### src/hdl/pvm_pkg.sv
// Shared types, constants and tables for the varicode phase-shift modulator.
// Used by every module of the block; depends on nothing.
package pvm_pkg;

    localparam int QUEUE_DEPTH    = 16;
    localparam int SINE_ADDR_BITS = 10;
    localparam int QA_BITS        = (QUEUE_DEPTH > 1) ? $clog2(QUEUE_DEPTH) : 1;
    localparam int QC_BITS        = $clog2(QUEUE_DEPTH + 1);
    localparam int SINE_LAT       = 6;

    localparam logic [1:0] OP_APPEND = 2'd0;
    localparam logic [1:0] OP_TICK   = 2'd1;
    localparam logic [1:0] OP_END    = 2'd2;

    localparam logic [2:0] REG_CARRIER_STEP = 3'd0;
    localparam logic [2:0] REG_SYMBOL_LEN   = 3'd1;
    localparam logic [2:0] REG_FRAC_STEP    = 3'd2;
    localparam logic [2:0] REG_QPSK_MODE    = 3'd3;
    localparam logic [2:0] REG_INVERT_BITS  = 3'd4;
    localparam logic [2:0] REG_TAIL_BITS    = 3'd5;

    localparam logic [1:0] PH_PRE  = 2'd0;
    localparam logic [1:0] PH_TEXT = 2'd1;
    localparam logic [1:0] PH_POST = 2'd2;
    localparam logic [1:0] PH_DONE = 2'd3;

    localparam logic [7:0] CHAR_LF = 8'd10;
    localparam logic [7:0] CHAR_CR = 8'd13;

    localparam logic [31:0] RST_CARRIER_STEP = 32'd89478485;
    localparam logic [20:0] RST_SYMBOL_LEN   = 21'd393216;
    localparam logic [21:0] RST_FRAC_STEP    = 22'd10923;
    localparam logic [7:0]  RST_TAIL_BITS    = 8'd64;

    localparam logic [24:0] FRAC_ONE = 25'd16777216;

    localparam logic signed [35:0] Q30 = 36'sd1073741824;
    localparam logic signed [35:0] C1  = 36'sd1686629713;
    localparam logic signed [35:0] C3  = -36'sd693598668;
    localparam logic signed [35:0] C5  = 36'sd85569305;
    localparam logic signed [35:0] C7  = -36'sd5026995;
    localparam logic signed [35:0] C9  = 36'sd172273;
    localparam logic [14:0] AMPLITUDE  = 15'd19005;

    localparam logic [31:0] PH_MASK = ~((32'd1 << (32 - SINE_ADDR_BITS)) - 32'd1);

    typedef struct packed {
        logic [31:0] carrier_step;
        logic [20:0] symbol_len_q8;
        logic [21:0] frac_step;
        logic        qpsk_mode;
        logic        invert_bits;
        logic [7:0]  tail_bits;
    } cfg_t;

    typedef struct packed {
        logic       nonempty;
        logic [7:0] head;
    } qstat_t;

    typedef struct packed {
        logic [11:0] code_shift;
        logic [3:0]  bits_left;
        logic [7:0]  tail_count;
        logic [1:0]  pom;
    } bit_state_t;

    typedef struct packed {
        bit_state_t bs;
        logic       bit_v;
        logic       ok;
        logic       pop;
    } pull_t;

    typedef struct packed {
        logic        vld;
        logic        smp;
        logic        full;
        logic        fin;
        logic [31:0] cos_ph;
        logic [31:0] base;
        logic [1:0]  delta;
    } synth_in_t;

    localparam logic [9:0] VARICODE [0:127] = '{
        10'd0, 10'd0, 10'd0, 10'd0, 10'd0, 10'd0, 10'd0, 10'd0,
        10'd0, 10'd239, 10'd29, 10'd0, 10'd0, 10'd31, 10'd0, 10'd0,
        10'd0, 10'd0, 10'd0, 10'd0, 10'd0, 10'd0, 10'd0, 10'd0,
        10'd0, 10'd0, 10'd0, 10'd0, 10'd0, 10'd0, 10'd0, 10'd0,
        10'd1, 10'd511, 10'd351, 10'd501, 10'd475, 10'd725, 10'd699, 10'd383,
        10'd251, 10'd247, 10'd367, 10'd479, 10'd117, 10'd53, 10'd87, 10'd431,
        10'd183, 10'd189, 10'd237, 10'd255, 10'd375, 10'd347, 10'd363, 10'd429,
        10'd427, 10'd439, 10'd245, 10'd445, 10'd493, 10'd85, 10'd471, 10'd687,
        10'd701, 10'd125, 10'd235, 10'd173, 10'd181, 10'd119, 10'd219, 10'd253,
        10'd341, 10'd127, 10'd509, 10'd381, 10'd215, 10'd187, 10'd221, 10'd171,
        10'd213, 10'd477, 10'd175, 10'd111, 10'd109, 10'd343, 10'd437, 10'd349,
        10'd373, 10'd379, 10'd685, 10'd503, 10'd495, 10'd507, 10'd703, 10'd365,
        10'd735, 10'd11, 10'd95, 10'd47, 10'd45, 10'd3, 10'd61, 10'd91,
        10'd43, 10'd13, 10'd491, 10'd191, 10'd27, 10'd59, 10'd15, 10'd7,
        10'd63, 10'd447, 10'd21, 10'd23, 10'd5, 10'd55, 10'd123, 10'd107,
        10'd223, 10'd93, 10'd469, 10'd695, 10'd443, 10'd693, 10'd727, 10'd0
    };

endpackage

### src/hdl/pvm_front.sv
// Front end: character queue with CR/CRLF folding and the full flag.
// Depends on pvm_pkg.
module pvm_front
    import pvm_pkg::*;
(
    input  logic       clk,
    input  logic       rst_n,
    input  logic       append,
    input  logic [7:0] char_code,
    input  logic       pop,
    output qstat_t     qstat,
    output logic       refused
);

    logic [7:0]         mem_reg [QUEUE_DEPTH];
    logic [QA_BITS-1:0] head_reg, head_next;
    logic [QA_BITS-1:0] tail_reg, tail_next;
    logic [QC_BITS-1:0] count_reg, count_next;
    logic               prev_cr_reg, prev_cr_next;
    logic               drop_lf, can_push, push;

    function automatic logic [QA_BITS-1:0] next_ptr(input logic [QA_BITS-1:0] p);
        next_ptr = (p == QA_BITS'(QUEUE_DEPTH - 1)) ? '0 : p + 1'b1;
    endfunction

    assign drop_lf  = (char_code == CHAR_LF) && prev_cr_reg;
    assign can_push = (count_reg < QC_BITS'(QUEUE_DEPTH));
    assign push     = append && !drop_lf && can_push;
    assign refused  = append && !drop_lf && !can_push;

    assign qstat.nonempty = (count_reg != '0);
    assign qstat.head     = mem_reg[head_reg];

    always_comb
    begin
        head_next    = pop ? next_ptr(head_reg) : head_reg;
        tail_next    = push ? next_ptr(tail_reg) : tail_reg;
        count_next   = count_reg + QC_BITS'(push) - QC_BITS'(pop);
        prev_cr_next = prev_cr_reg;
        if (append)
        begin
            prev_cr_next = push && (char_code == CHAR_CR);
        end
    end

    always_ff @(posedge clk or negedge rst_n)
    begin
        if (!rst_n)
        begin
            head_reg    <= '0;
            tail_reg    <= '0;
            count_reg   <= '0;
            prev_cr_reg <= 1'b0;
        end
        else
        begin
            head_reg    <= head_next;
            tail_reg    <= tail_next;
            count_reg   <= count_next;
            prev_cr_reg <= prev_cr_next;
        end
    end

    // A CR is stored as LF.
    always_ff @(posedge clk)
    begin
        if (push)
        begin
            mem_reg[tail_reg] <= (char_code == CHAR_CR) ? CHAR_LF : char_code;
        end
    end

endmodule

### config.mk
export PLATFORM = sky130hd
export DESIGN_NAME = pvm_front
export DESIGN_NICKNAME = d
export VERILOG_FILES = /design/src/hdl/pvm_pkg.sv /design/src/hdl/pvm_front.sv
export SDC_FILE = /design/constraint.sdc
export NUM_CORES = 1
export LEC_CHECK = 0
export BUFFER_PORTS_ARGS = -buffer_cell sky130_fd_sc_hd__buf_2
export CORE_AREA = 2 2 137 139
export CTS_CLUSTER_DIAMETER = 200
export DETAILED_ROUTE_END_ITERATION = 10
export DIE_AREA = 0 0 139 141
export GPL_TIMING_DRIVEN = 0
export PLACE_DENSITY = 0.59
export SYNTH_ARGS = -nofsm -noshare
export SYNTH_HDL_FRONTEND = slang
export SYNTH_SLANG_ARGS = --single-unit
export TNS_END_PERCENT = 30
### constraint.sdc
create_clock -name clk -period 4.3 [get_ports clk]
set_input_delay 0.645 -clock clk [delete_from_list [all_inputs] [get_ports clk]]
set_output_delay 0.645 -clock clk [all_outputs]
set_load 0.005 [all_outputs]
==> flow_summary_export.csv <==
group,metric,value,unit
logic_synthesis,yosysSeqAreaShare,71.1,%
final_layout,final_common_cell,"edfxtp_1",
place,place_ws,1.08,ns
run_status,status,"finished, final reports clean",
worst_setup_path,start_kind,"flip-flop",
worst_setup_path,cp_max_fo,10,
place,io_buffers,21,
worst_setup_path,crit_buf_inv,3,
timing,clock_skew,0.00640,ns
timing,slew_violations,0,
grt,grt_pass1_vias,3109,
flow_run,drv_cap,0,
logic_synthesis,ys_ff_latch,142,
logic_synthesis,synth_cell_types,40,
worst_setup_path,critPathCapture,"qstat[0]",
worst_setup_path,r2r_slack,1.68,ns
clock_tree,numCtsBuffers,17,
detailed_routing,first_pass_iters,4,
worst_setup_path,crit_top_cell,"buf_2",
grt,grtUsageTotal,12.7,%
power,power_leakage,2.35,nW
clock_tree,clkTransAtPathRegs,0.06,ns
logic_synthesis,netlist_area,5900,sq um
final_layout,mostFrequentLayoutCells,"edfxtp_1, buf_2, mux2i_1",
final_layout,antenna_cells,0,
final_layout,final_layout_size_suffix_gt1_share,22.6,%
die,start_util,32.3,%
logic_synthesis,synth_nets,351,
clock_tree,cts_setup_buffers,0,
clock_tree,cts-resized-gates,0,
timing,max_freq,0.303,GHz
detailed_routing,routed_wl,11900,microns
timing,hold_violations,0,
power,p_total,4.21,mW
grt,grt_antenna_before_repair,0,
die,fp-row-count,50,
clock_tree,cts-root-buf,"clkbuf_16",
logic_synthesis,yosys_warnings,0,
place,hpwl,7990,microns
place,dp.cells,582,
detailed_routing,topRoutingLayerUsed,"met4",
detailed_routing,wl_per_cell,19.4,microns
grt,grt_pass1_wl,18200,microns
clock_tree,postCtsHoldBufs,0,
worst_setup_path,crit_family,"buffers and inverters",
detailed_routing,wl_met1,5520,microns
worst_setup_path,required,3.65,ns
worst_setup_path,crit-reg2reg-launch,"prev_cr_reg",
detailed_routing,route.met2.wl,5790,microns
final_layout,finalNonFillerCells,615,
die,io_pins,22,
worst_setup_path,ff2ff_path_depth,12,
detailed_routing,ant_nets,0,
detailed_routing,routed-wl-met3,432,microns
worst_setup_path,critical_path.cell_chain,"buf_2 > buf_2 > mux4_2 > a32oi_1 > o21ai_0 > buf_2",
grt,grt_max_degree,17,
die,die_y,141,microns
detailed_routing,num_vias,3025,
power,p_per_area,614,nW/um^2
detailed_routing,vias_per_cell,4.92,
worst_setup_path,rr_endpoint,"count_reg[4]",
die,dieArea,19600,sq um
final_layout,final.fill_count,1690,
worst_setup_path,cp-end-kind,"primary output",
final_layout,largest_reg_flops,128,
worst_setup_path,startpoint,"head_reg[0]",
final_layout,nets,392,
logic_synthesis,netlist_instances,327,
timing,period_share,76.8,%
worst_setup_path,cp.arrival,2.66,ns
hold_path,hold_path_class,"in -> async",
die,die_w,139,microns
timing,finalWorstSetupSlack,0.999,ns
timing,worstMarginPinSlew,1.25,ns
clock_tree,clockBufferDepth,2,
die,core_area,18300,sq um
worst_setup_path,max_stage_delay,0.60,ns
worst_setup_path,critical_path_class,"reg -> out",
clock_tree,clk_latency,0.41,ns
final_layout,multi_input_area,1560,sq um
detailed_routing,drc,0,
logic_synthesis,syn_avg_cell_area,18.0,sq um
timing,fin_setup_tns,0,ns
final_layout,regArea,4190,sq um
detailed_routing,drt_iter0_markers,243,
place,gp_congestion,0.753,
clock_tree,cts_tree,"done",
worst_setup_path,crit_slowest_cell,"mux4_2",
final_layout,syn_to_final_growth,16.2,%
clock_tree,clkSinkCount,142,
worst_setup_path,cp.depth,6,
grt,overflow,0,
power,ir_drop,0.000371,V
timing,rsz0062_at_grt,"false",
timing,setup_viol,0,
clock_tree,htree_levels,4,
timing,slew_headroom,16.0,%
timing,period_minus_slack,3.30,ns
## stage by stage
stage                     area, sq um  utilization [%]  hold WS [ns]
final                            6860             37.5         0.119
after global routing             6860             37.5         0.136
after detailed placement         6300             34.5         0.491
after global placement           6300             34.5         0.480
after CTS                        6850             37.5         0.123
after floorplan                  5900                -         0.349
## per-layer routing
metal / track usage, % / up-vias
met3: 3.63 / 16
met2: 20.2 / 50
li1: - / 1373
met5: 0 / -
met4: 4.94 / 0
met1: 16.7 / 1586
## worst reg2reg max path, delay by kind of cell (launching register included)
kind                       cells  cell delay, ns
buffers and inverters          4            0.29
and+or+nand+nor                1            0.18
DFF                            1            0.38
xor gates and xnor gates       1            0.13
AOI/OAI and AO/OA              3            0.72
adders and majority gates      3            0.84
## cells by family after synthesis
family	share of synthesized area (%)
xor gates and xnor gates	0.891
AOI/OAI and AO/OA	4.67
DFF	71.1
buffers and inverters	2.38
adders and majority gates	2.67
and+or+nand+nor	4.69
muxes	13.6
## synthesized netlist by cell type
master / count / area, sq um
nor3_2: 1 / 10.0
nand3_1: 3 / 15.0
nand4_1: 1 / 6.26
o21ai_1: 1 / 5.00
a22oi_1: 8 / 60.1
mux2_2: 1 / 11.3
a32oi_1: 8 / 70.1
buf_2: 5 / 25.0
xor2_1: 2 / 17.5
edfxtp_1: 128 / 3840
o2bb2ai_1: 1 / 8.76
nor3_1: 3 / 15.0
nor4bb_4: 1 / 25.0
mux4_2: 24 / 541
buf_4: 1 / 7.51
a21oi_1: 5 / 25.0
inv_4: 1 / 6.26
dfrtp_1: 14 / 350
nor4_2: 1 / 12.5
a32o_1: 1 / 10.0
nand4b_1: 1 / 8.76
buf_1: 3 / 11.3
o21bai_1: 1 / 7.51
and3_1: 3 / 18.8
and2_1: 14 / 87.6
xnor2_1: 4 / 35.0
nor2b_1: 1 / 6.26
nand2_1: 9 / 33.8
o21ai_0: 11 / 55.1
fa_1: 1 / 20.0
mux2i_1: 25 / 250
nand2b_1: 1 / 6.26
or3_1: 1 / 6.26
clkbuf_1: 11 / 41.3
a21o_1: 1 / 7.51
a311oi_4: 1 / 26.3
or4b_2: 1 / 10.0
ha_1: 11 / 138
nor2_1: 4 / 15.0
inv_1: 13 / 48.8
## worst min path at each step
stage	start	end	slack, ns	cells past startpoint
after CTS	rst_n	prev_cr_reg	0.12	1
final	rst_n	count_reg[2]	0.12	1
after global placement	prev_cr_reg	prev_cr_reg	0.48	1
after global routing	rst_n	count_reg[2]	0.14	1
after floorplan	rst_n	count_reg[0]	0.35	0
after detailed placement	prev_cr_reg	prev_cr_reg	0.49	1
## layout make-up
| class | count | share of cell area [%] |
|---|---|---|
| plain buffers | 20 | 1.24 |
| clock buffers | 17 | 6.20 |
| clock inverters | 15 | 1.86 |
| inverters | 14 | 0.803 |
| multi-input cells | 151 | 22.8 |
| flip-flops and latches | 142 | 61.2 |
| well taps | 234 | 4.27 |
| repair buffers | 22 | 1.64 |
## power by group
| group | internal [mW] | leakage [nW] | switching [mW] | total [mW] |
|---|---|---|---|---|
| Clock | 0.837 | 0.270 | 0.532 | 1.37 |
| Combinational | 0.471 | 0.755 | 0.676 | 1.15 |
| Sequential | 1.64 | 1.32 | 0.0548 | 1.70 |
(Power assumes the default switching activity.)
