==> src/hdl/pvm_pkg.sv <==
// Shared types, constants and tables for the varicode phase-shift modulator.
// Used by every module of the block; depends on nothing.
package pvm_pkg;

    localparam int QUEUE_DEPTH    = 16;
    localparam int SINE_ADDR_BITS = 10;
    localparam int QA_BITS        = (QUEUE_DEPTH > 1) ? $clog2(QUEUE_DEPTH) : 1;
    localparam int QC_BITS        = $clog2(QUEUE_DEPTH + 1);
    localparam int SINE_LAT       = 6;

    localparam logic [1:0] OP_APPEND = 2'd0;
    localparam logic [1:0] OP_TICK   = 2'd1;
    localparam logic [1:0] OP_END    = 2'd2;

    localparam logic [2:0] REG_CARRIER_STEP = 3'd0;
    localparam logic [2:0] REG_SYMBOL_LEN   = 3'd1;
    localparam logic [2:0] REG_FRAC_STEP    = 3'd2;
    localparam logic [2:0] REG_QPSK_MODE    = 3'd3;
    localparam logic [2:0] REG_INVERT_BITS  = 3'd4;
    localparam logic [2:0] REG_TAIL_BITS    = 3'd5;

    localparam logic [1:0] PH_PRE  = 2'd0;
    localparam logic [1:0] PH_TEXT = 2'd1;
    localparam logic [1:0] PH_POST = 2'd2;
    localparam logic [1:0] PH_DONE = 2'd3;

    localparam logic [7:0] CHAR_LF = 8'd10;
    localparam logic [7:0] CHAR_CR = 8'd13;

    localparam logic [31:0] RST_CARRIER_STEP = 32'd89478485;
    localparam logic [20:0] RST_SYMBOL_LEN   = 21'd393216;
    localparam logic [21:0] RST_FRAC_STEP    = 22'd10923;
    localparam logic [7:0]  RST_TAIL_BITS    = 8'd64;

    localparam logic [24:0] FRAC_ONE = 25'd16777216;

    localparam logic signed [35:0] Q30 = 36'sd1073741824;
    localparam logic signed [35:0] C1  = 36'sd1686629713;
    localparam logic signed [35:0] C3  = -36'sd693598668;
    localparam logic signed [35:0] C5  = 36'sd85569305;
    localparam logic signed [35:0] C7  = -36'sd5026995;
    localparam logic signed [35:0] C9  = 36'sd172273;
    localparam logic [14:0] AMPLITUDE  = 15'd19005;

    localparam logic [31:0] PH_MASK = ~((32'd1 << (32 - SINE_ADDR_BITS)) - 32'd1);

    typedef struct packed {
        logic [31:0] carrier_step;
        logic [20:0] symbol_len_q8;
        logic [21:0] frac_step;
        logic        qpsk_mode;
        logic        invert_bits;
        logic [7:0]  tail_bits;
    } cfg_t;

    typedef struct packed {
        logic       nonempty;
        logic [7:0] head;
    } qstat_t;

    typedef struct packed {
        logic [11:0] code_shift;
        logic [3:0]  bits_left;
        logic [7:0]  tail_count;
        logic [1:0]  pom;
    } bit_state_t;

    typedef struct packed {
        bit_state_t bs;
        logic       bit_v;
        logic       ok;
        logic       pop;
    } pull_t;

    typedef struct packed {
        logic        vld;
        logic        smp;
        logic        full;
        logic        fin;
        logic [31:0] cos_ph;
        logic [31:0] base;
        logic [1:0]  delta;
    } synth_in_t;

    localparam logic [9:0] VARICODE [0:127] = '{
        10'd0, 10'd0, 10'd0, 10'd0, 10'd0, 10'd0, 10'd0, 10'd0,
        10'd0, 10'd239, 10'd29, 10'd0, 10'd0, 10'd31, 10'd0, 10'd0,
        10'd0, 10'd0, 10'd0, 10'd0, 10'd0, 10'd0, 10'd0, 10'd0,
        10'd0, 10'd0, 10'd0, 10'd0, 10'd0, 10'd0, 10'd0, 10'd0,
        10'd1, 10'd511, 10'd351, 10'd501, 10'd475, 10'd725, 10'd699, 10'd383,
        10'd251, 10'd247, 10'd367, 10'd479, 10'd117, 10'd53, 10'd87, 10'd431,
        10'd183, 10'd189, 10'd237, 10'd255, 10'd375, 10'd347, 10'd363, 10'd429,
        10'd427, 10'd439, 10'd245, 10'd445, 10'd493, 10'd85, 10'd471, 10'd687,
        10'd701, 10'd125, 10'd235, 10'd173, 10'd181, 10'd119, 10'd219, 10'd253,
        10'd341, 10'd127, 10'd509, 10'd381, 10'd215, 10'd187, 10'd221, 10'd171,
        10'd213, 10'd477, 10'd175, 10'd111, 10'd109, 10'd343, 10'd437, 10'd349,
        10'd373, 10'd379, 10'd685, 10'd503, 10'd495, 10'd507, 10'd703, 10'd365,
        10'd735, 10'd11, 10'd95, 10'd47, 10'd45, 10'd3, 10'd61, 10'd91,
        10'd43, 10'd13, 10'd491, 10'd191, 10'd27, 10'd59, 10'd15, 10'd7,
        10'd63, 10'd447, 10'd21, 10'd23, 10'd5, 10'd55, 10'd123, 10'd107,
        10'd223, 10'd93, 10'd469, 10'd695, 10'd443, 10'd693, 10'd727, 10'd0
    };

endpackage

==> src/hdl/pvm_sequencer.sv <==
// Back end control: bit source, differential symbol mapping and symbol timing.
// Depends on pvm_pkg; takes characters from pvm_front.
module pvm_sequencer
    import pvm_pkg::*;
(
    input  logic        clk,
    input  logic        rst_n,
    input  logic        tick,
    input  logic        end_set,
    input  cfg_t        cfg,
    input  qstat_t      qstat,
    output logic        pop,
    output logic        smp,
    output logic [31:0] cos_ph,
    output logic [31:0] base,
    output logic [1:0]  delta,
    output logic        fin
);

    bit_state_t  bs_reg, bs_next;
    logic        loaded_reg, loaded_next;
    logic [1:0]  step_reg, step_next;
    logic [1:0]  start_reg, start_next;
    logic [31:0] carrier_reg, carrier_next;
    logic [21:0] cnt_reg, cnt_next;
    logic [24:0] frac_reg, frac_next;
    logic        end_reg;

    logic [9:0]  vraw, vcode;
    logic [3:0]  vlen;
    logic [11:0] load_shift;
    logic [3:0]  load_len;
    pull_t       p1, p2;
    logic        b2, ok;
    logic [21:0] cnt1, cnt2;
    logic [24:0] frac1;
    logic [43:0] fprod;
    logic [35:0] fq;

    function automatic pull_t pull_bit(input bit_state_t s, input logic qne,
                                       input logic [11:0] lshift, input logic [3:0] llen,
                                       input logic endr, input cfg_t c);
        pull_t r;
        r.bs    = s;
        r.bit_v = c.invert_bits;
        r.ok    = 1'b0;
        r.pop   = 1'b0;
        if (r.bs.pom == PH_PRE)
        begin
            if (r.bs.tail_count < c.tail_bits)
            begin
                r.bs.tail_count = r.bs.tail_count + 8'd1;
                r.ok = 1'b1;
            end
            else
            begin
                r.bs.pom        = PH_TEXT;
                r.bs.tail_count = '0;
            end
        end
        if (!r.ok && r.bs.pom == PH_TEXT)
        begin
            if (r.bs.bits_left == 4'd0 && qne)
            begin
                r.bs.code_shift = lshift;
                r.bs.bits_left  = llen;
                r.pop = 1'b1;
            end
            if (r.bs.bits_left != 4'd0)
            begin
                r.bs.bits_left = r.bs.bits_left - 4'd1;
                r.bit_v = r.bs.code_shift[r.bs.bits_left] ^ c.invert_bits;
                r.ok = 1'b1;
            end
            else if (!endr)
            begin
                r.ok = 1'b1;
            end
            else
            begin
                r.bs.pom        = PH_POST;
                r.bs.tail_count = '0;
            end
        end
        if (!r.ok && r.bs.pom == PH_POST)
        begin
            if (r.bs.tail_count < c.tail_bits)
            begin
                r.bs.tail_count = r.bs.tail_count + 8'd1;
                r.ok = 1'b1;
            end
            else
            begin
                r.bs.pom = PH_DONE;
            end
        end
        return r;
    endfunction

    // Characters without a code are sent as space.
    always_comb
    begin
        vraw  = qstat.head[7] ? 10'd0 : VARICODE[qstat.head[6:0]];
        vcode = (vraw == 10'd0) ? 10'd1 : vraw;
        vlen  = 4'd0;
        for (int i = 0; i < 10; i++)
        begin
            if (vcode[i])
            begin
                vlen = 4'(i + 1);
            end
        end
        load_shift = {vcode, 2'b00};
        load_len   = vlen + 4'd2;
    end

    always_comb
    begin
        bs_next      = bs_reg;
        loaded_next  = loaded_reg;
        step_next    = step_reg;
        start_next   = start_reg;
        carrier_next = carrier_reg;
        cnt_next     = cnt_reg;
        frac_next    = frac_reg;
        p1  = pull_bit(bs_reg, qstat.nonempty, load_shift, load_len, end_reg, cfg);
        p2  = pull_bit(p1.bs, qstat.nonempty && !p1.pop, load_shift, load_len, end_reg, cfg);
        b2  = p2.ok ? p2.bit_v : 1'b1;
        ok  = 1'b0;
        pop = 1'b0;
        cnt1  = cnt_reg + 22'd256;
        frac1 = frac_reg + 25'(cfg.frac_step);
        cnt2  = cnt1 - 22'(cfg.symbol_len_q8);
        if (cnt2 >= 22'(cfg.symbol_len_q8))
        begin
            cnt2 = '0;
        end
        fprod = 44'(cnt2) * 44'(cfg.frac_step);
        fq    = fprod[43:8];
        if (tick)
        begin
            if (loaded_reg)
            begin
                ok = 1'b1;
            end
            else
            begin
                bs_next = p1.bs;
                pop     = p1.pop;
                if (p1.ok)
                begin
                    ok = 1'b1;
                    if (cfg.qpsk_mode)
                    begin
                        bs_next = p2.bs;
                        pop     = p1.pop || p2.pop;
                        case ({p1.bit_v, b2})
                            2'b11:   step_next = 2'd0;
                            2'b01:   step_next = 2'd1;
                            2'b10:   step_next = 2'd3;
                            default: step_next = 2'd2;
                        endcase
                    end
                    else
                    begin
                        step_next = p1.bit_v ? 2'd0 : 2'd2;
                    end
                end
            end
            if (ok)
            begin
                carrier_next = carrier_reg + cfg.carrier_step;
                loaded_next  = 1'b1;
                frac_next    = (frac1 > FRAC_ONE) ? FRAC_ONE : frac1;
                cnt_next     = cnt1;
                if (cnt1 >= 22'(cfg.symbol_len_q8))
                begin
                    start_next  = start_reg + step_next;
                    cnt_next    = cnt2;
                    frac_next   = (fq > 36'(FRAC_ONE)) ? FRAC_ONE : fq[24:0];
                    loaded_next = 1'b0;
                end
            end
        end
    end

    assign smp    = ok;
    assign cos_ph = {frac_reg, 7'b0} + 32'h4000_0000;
    assign base   = carrier_reg + {start_reg, 30'b0};
    assign delta  = step_next;
    assign fin    = (bs_next.pom == PH_DONE) && !loaded_next;

    always_ff @(posedge clk or negedge rst_n)
    begin
        if (!rst_n)
        begin
            bs_reg      <= '{code_shift: '0, bits_left: '0, tail_count: '0, pom: PH_PRE};
            loaded_reg  <= 1'b0;
            step_reg    <= '0;
            start_reg   <= '0;
            carrier_reg <= '0;
            cnt_reg     <= '0;
            frac_reg    <= '0;
            end_reg     <= 1'b0;
        end
        else
        begin
            bs_reg      <= bs_next;
            loaded_reg  <= loaded_next;
            step_reg    <= step_next;
            start_reg   <= start_next;
            carrier_reg <= carrier_next;
            cnt_reg     <= cnt_next;
            frac_reg    <= frac_next;
            if (end_set)
            begin
                end_reg <= 1'b1;
            end
        end
    end

endmodule

==> config.mk <==
export PLATFORM = sky130hd
export DESIGN_NAME = pvm_sequencer
export DESIGN_NICKNAME = d
export VERILOG_FILES = /design/src/hdl/pvm_pkg.sv /design/src/hdl/pvm_sequencer.sv
export SDC_FILE = /design/constraint.sdc
export NUM_CORES = 2
export LEC_CHECK = 0
export ABC_AREA = 1
export BUFFER_PORTS_ARGS = -buffer_cell sky130_fd_sc_hd__buf_2
export CAP_MARGIN = 10
export CORE_ASPECT_RATIO = 0.5
export CORE_MARGIN = 1.5
export CORE_UTILIZATION = 55
export DETAILED_ROUTE_END_ITERATION = 10
export PLACE_DENSITY_LB_ADDON = 0.15
export SYNTH_ARGS = -nofsm -noshare
export SYNTH_HDL_FRONTEND = slang
export SYNTH_SLANG_ARGS = --single-unit
==> constraint.sdc <==
create_clock -name clk -period 10.6 [get_ports clk]
set_clock_uncertainty 0.2 [all_clocks]
set_input_delay 0.53 -clock clk [delete_from_list [all_inputs] [get_ports clk]]
set_output_delay 0.53 -clock clk [all_outputs]
set_load 0.01 [all_outputs]
==> impl_metrics.tcl <==
set metrics [dict create \
    ctsLongestPathBuffers 2 \
    final_cells 5201 \
    fp.coreArea_um2 52300 \
    crit_arrival_ns 10.94 \
    synth_edf_count 0 \
    routabilityCongestion 0.996 \
    grt_usage_pct 36.1 \
    start_kind "register" \
    numClockSinks 111 \
    fmax_ghz 0.0926 \
    tritoncts "yes" \
    timing.final.ws_setup_ns -0.204 \
    rsz0062_at_grt "yes" \
    crit_path_top_delay_cell "fa_1" \
    power_density_nw_per_um2 306 \
    ant_nets 0 \
    place_ws_ns -0.583 \
    use_met1_pct 49.4 \
    synth_area_leaders "fa_1 27%, ha_1 13%, nand2_1 12%, inv_1 10%, dfrtp_1 9.5%" \
    num-nets-final 5293 \
    dp_cells 5096 \
    synth-simple-area-share_pct 22.2 \
    grt-busiest-layer "met2" \
    synth_most_common_cell "nand2_1" \
    drt_iter0_drc 2657 \
    row_count 59 \
    synth_top_family_by_area "adder cells" \
    synth-xor-area-share_pct 4.22 \
    worstMarginPinSlew_ns 1.13 \
    ys_types 69 \
    cts_root_buf "clkbuf_16" \
    start_util_pct 56.0 \
    grt_util_met2_pct 56.8 \
    crit_type "register to register" \
    run_status "finished with violations" \
    clkLatencyLatePin_ns 0.39 \
    hold_class "input pin to register" \
    boundaryPins 167 \
    violations "DRC, setup timing" \
    synthAdderAreaFrac_pct 40.3 \
    power_frac_clock_pct 3.5 \
    async_flop_share_pct 100 \
    ys_warn_count 0 \
    fin_crit_ns 10.80 \
    p_comb_share_pct 89.4 \
    end_kind "register" \
    die_y_um 166 \
    grt.overflow.total 0 \
    yosys_most_used_dff "dfrtp_1" \
    hpwl_um 79500 \
    syn_to_final_growth_pct 22.5 \
    wl_per_cell_um 19.2 \
    synth_common_cells "897 x nand2_1, 776 x inv_1, 399 x fa_1" \
    drc 6 \
    clkTransAtPathRegs_ns 0.09 \
    p_leak_uw 0.0193 \
    first_pass_iters 9 \
    cts_made_buffers 9 \
    grt_pass1_vias 28700 \
    seqPwrFrac_pct 7.1 \
    grt_max_degree 69 \
    seq_area_frac_synth_pct 9.50 \
    grt_util_met3_pct 7.32 \
    die_area_um2 54700 \
    drt-total-wl_um 100000 \
    internal_power_uw 5020 \
    vias 28900 \
    worstPathRequired_ns 10.74 \
    netlist_instances 4013 \
    yosys_register_bits 111 \
    grt_pass1_wl_um 155000 \
    yosysTopAreaCellShare_pct 27.3 \
    numPortBuffers 159 \
    p_sw_uw 5930 \
    antenna_found_initial 4 \
    htree_levels 3 \
    hold_viol 0 \
    drv_cap 0 \
    slew_headroom_pct 24.2 \
    finalCritPeriodShare_pct 102 \
    netlist_area_um2 29200 \
    syn_avg_cell_area_um2 7.29 \
    switching_share_pct 54.2 \
    max_stage_delay_ns 0.55 \
    muxShareOfSynthArea_pct 0 \
    synth_largest_area_cell "fa_1" \
    vias_per_cell 5.56 \
    cp_max_fo 7 \
    die_w_um 329 \
    report.final.slew_viol_count 0 \
    drive_above_1_share_pct 23.0 \
    largest_reg_flops 32 \
    ir_drop_uv 265 \
    finalSetupViolations 25 \
    synth_compound_area_share_pct 10.3 \
]
kinds of logic after synthesis:
logic type | after synthesis
AND/OR/NAND/NOR | 1561
adder cells (fa/ha/maj) | 703
XOR/XNOR | 140
flip-flops | 111
AO/OA/AOI/OAI | 526
other | 2
buffers and inverters | 970
repair_timing:
| action | in CTS | in global routing |
|---|---|---|
| cloned | 2 | 5 |
| hold buffers | 1 | 0 |
| hold endpoints to repair | 38 | 0 |
| setup endpoints to repair | 25 | 29 |
| pin swaps | 46 | 169 |
| buffers inserted | 30 | 51 |
| resized for setup | 187 | 305 |
layout by cell type (no fill, tap or decap), types with 56 or more instances in the layout:
| master | n |
|---|---|
| buf_4 | 395 |
| a21oi_1 | 167 |
| nand3_1 | 115 |
| xor2_1 | 67 |
| nand2_1 | 842 |
| buf_2 | 157 |
| ha_1 | 277 |
| inv_2 | 56 |
| fa_1 | 386 |
| nand2_2 | 57 |
| dfrtp_1 | 111 |
| o21ai_0 | 158 |
| inv_1 | 717 |
| nor2_1 | 330 |
metrics by stage:
step                hold WS [ns]  util (%)  cell area, um2  setup TNS, ns  power, uW
finish                     0.215      68.5           35800          -3.93      11000
global route               0.201      68.5           35800         -16.01      11900
CTS                        0.201      65.4           34200         -0.219       9850
detailed placement         0.258      62.9           32900         -14.17       8760
global placement           0.252      62.9           32900         -11.50       8630
floorplan                 0.0344         -           29400              0       5770
final timing paths:
path	to	cells past startpoint	from	slack (ns)
worst min-delay path	end_reg	2	end_set	0.21
max in group asynchronous	frac_reg[1]	3	rst_n	8.22
min in group asynchronous	bs_reg[15]	2	rst_n	0.51
worst max register to register	frac_reg[14]	61	cnt_reg[0]	-0.20
worst max-delay path	frac_reg[14]	61	cnt_reg[0]	-0.20
worst min register to register	end_reg	1	end_reg	0.27
worst max-delay path: cells and delay by family (launching register included):
family | cells | cell delay (ns)
simple gates | 24 | 2.32
fa+ha+maj | 11 | 4.61
compound gates | 8 | 1.38
xor+xnor | 2 | 0.30
flops | 1 | 0.39
buf+inv | 16 | 1.53
layer usage:
metal  vias to the layer above  part of all wire, %
li1                      13300                    -
met1                     13900                   41
met2                      1362                   45
met3                       290                  9.9
met4                         2                  4.5
met5                         -                0.016
layout make-up:
| type | instances | area, um2 |
|---|---|---|
| clock buffer | 10 | 229 |
| multi-input combinational | 2960 | 24300 |
| fill | 4456 | 16400 |
| timing repair buffer | 602 | 4450 |
| sequential | 111 | 2780 |
| tap | 701 | 877 |
| inverter | 808 | 3100 |
| antenna | 3 | 7.51 |
| clock inverter | 6 | 77.6 |
power groups by stage:
| stage | registers, uW | clock network, uW | logic [uW] |
|---|---|---|---|
| final | 774 | 383 | 9790 |
| after global routing | 797 | 405 | 10700 |
| after CTS | 771 | 384 | 8700 |
| after detailed placement | 778 | 0 | 7990 |
| after global placement | 772 | 0 | 7850 |
| after floorplan | 732 | 0 | 5040 |
No activity file was read; power rests on OpenSTA's default activity.
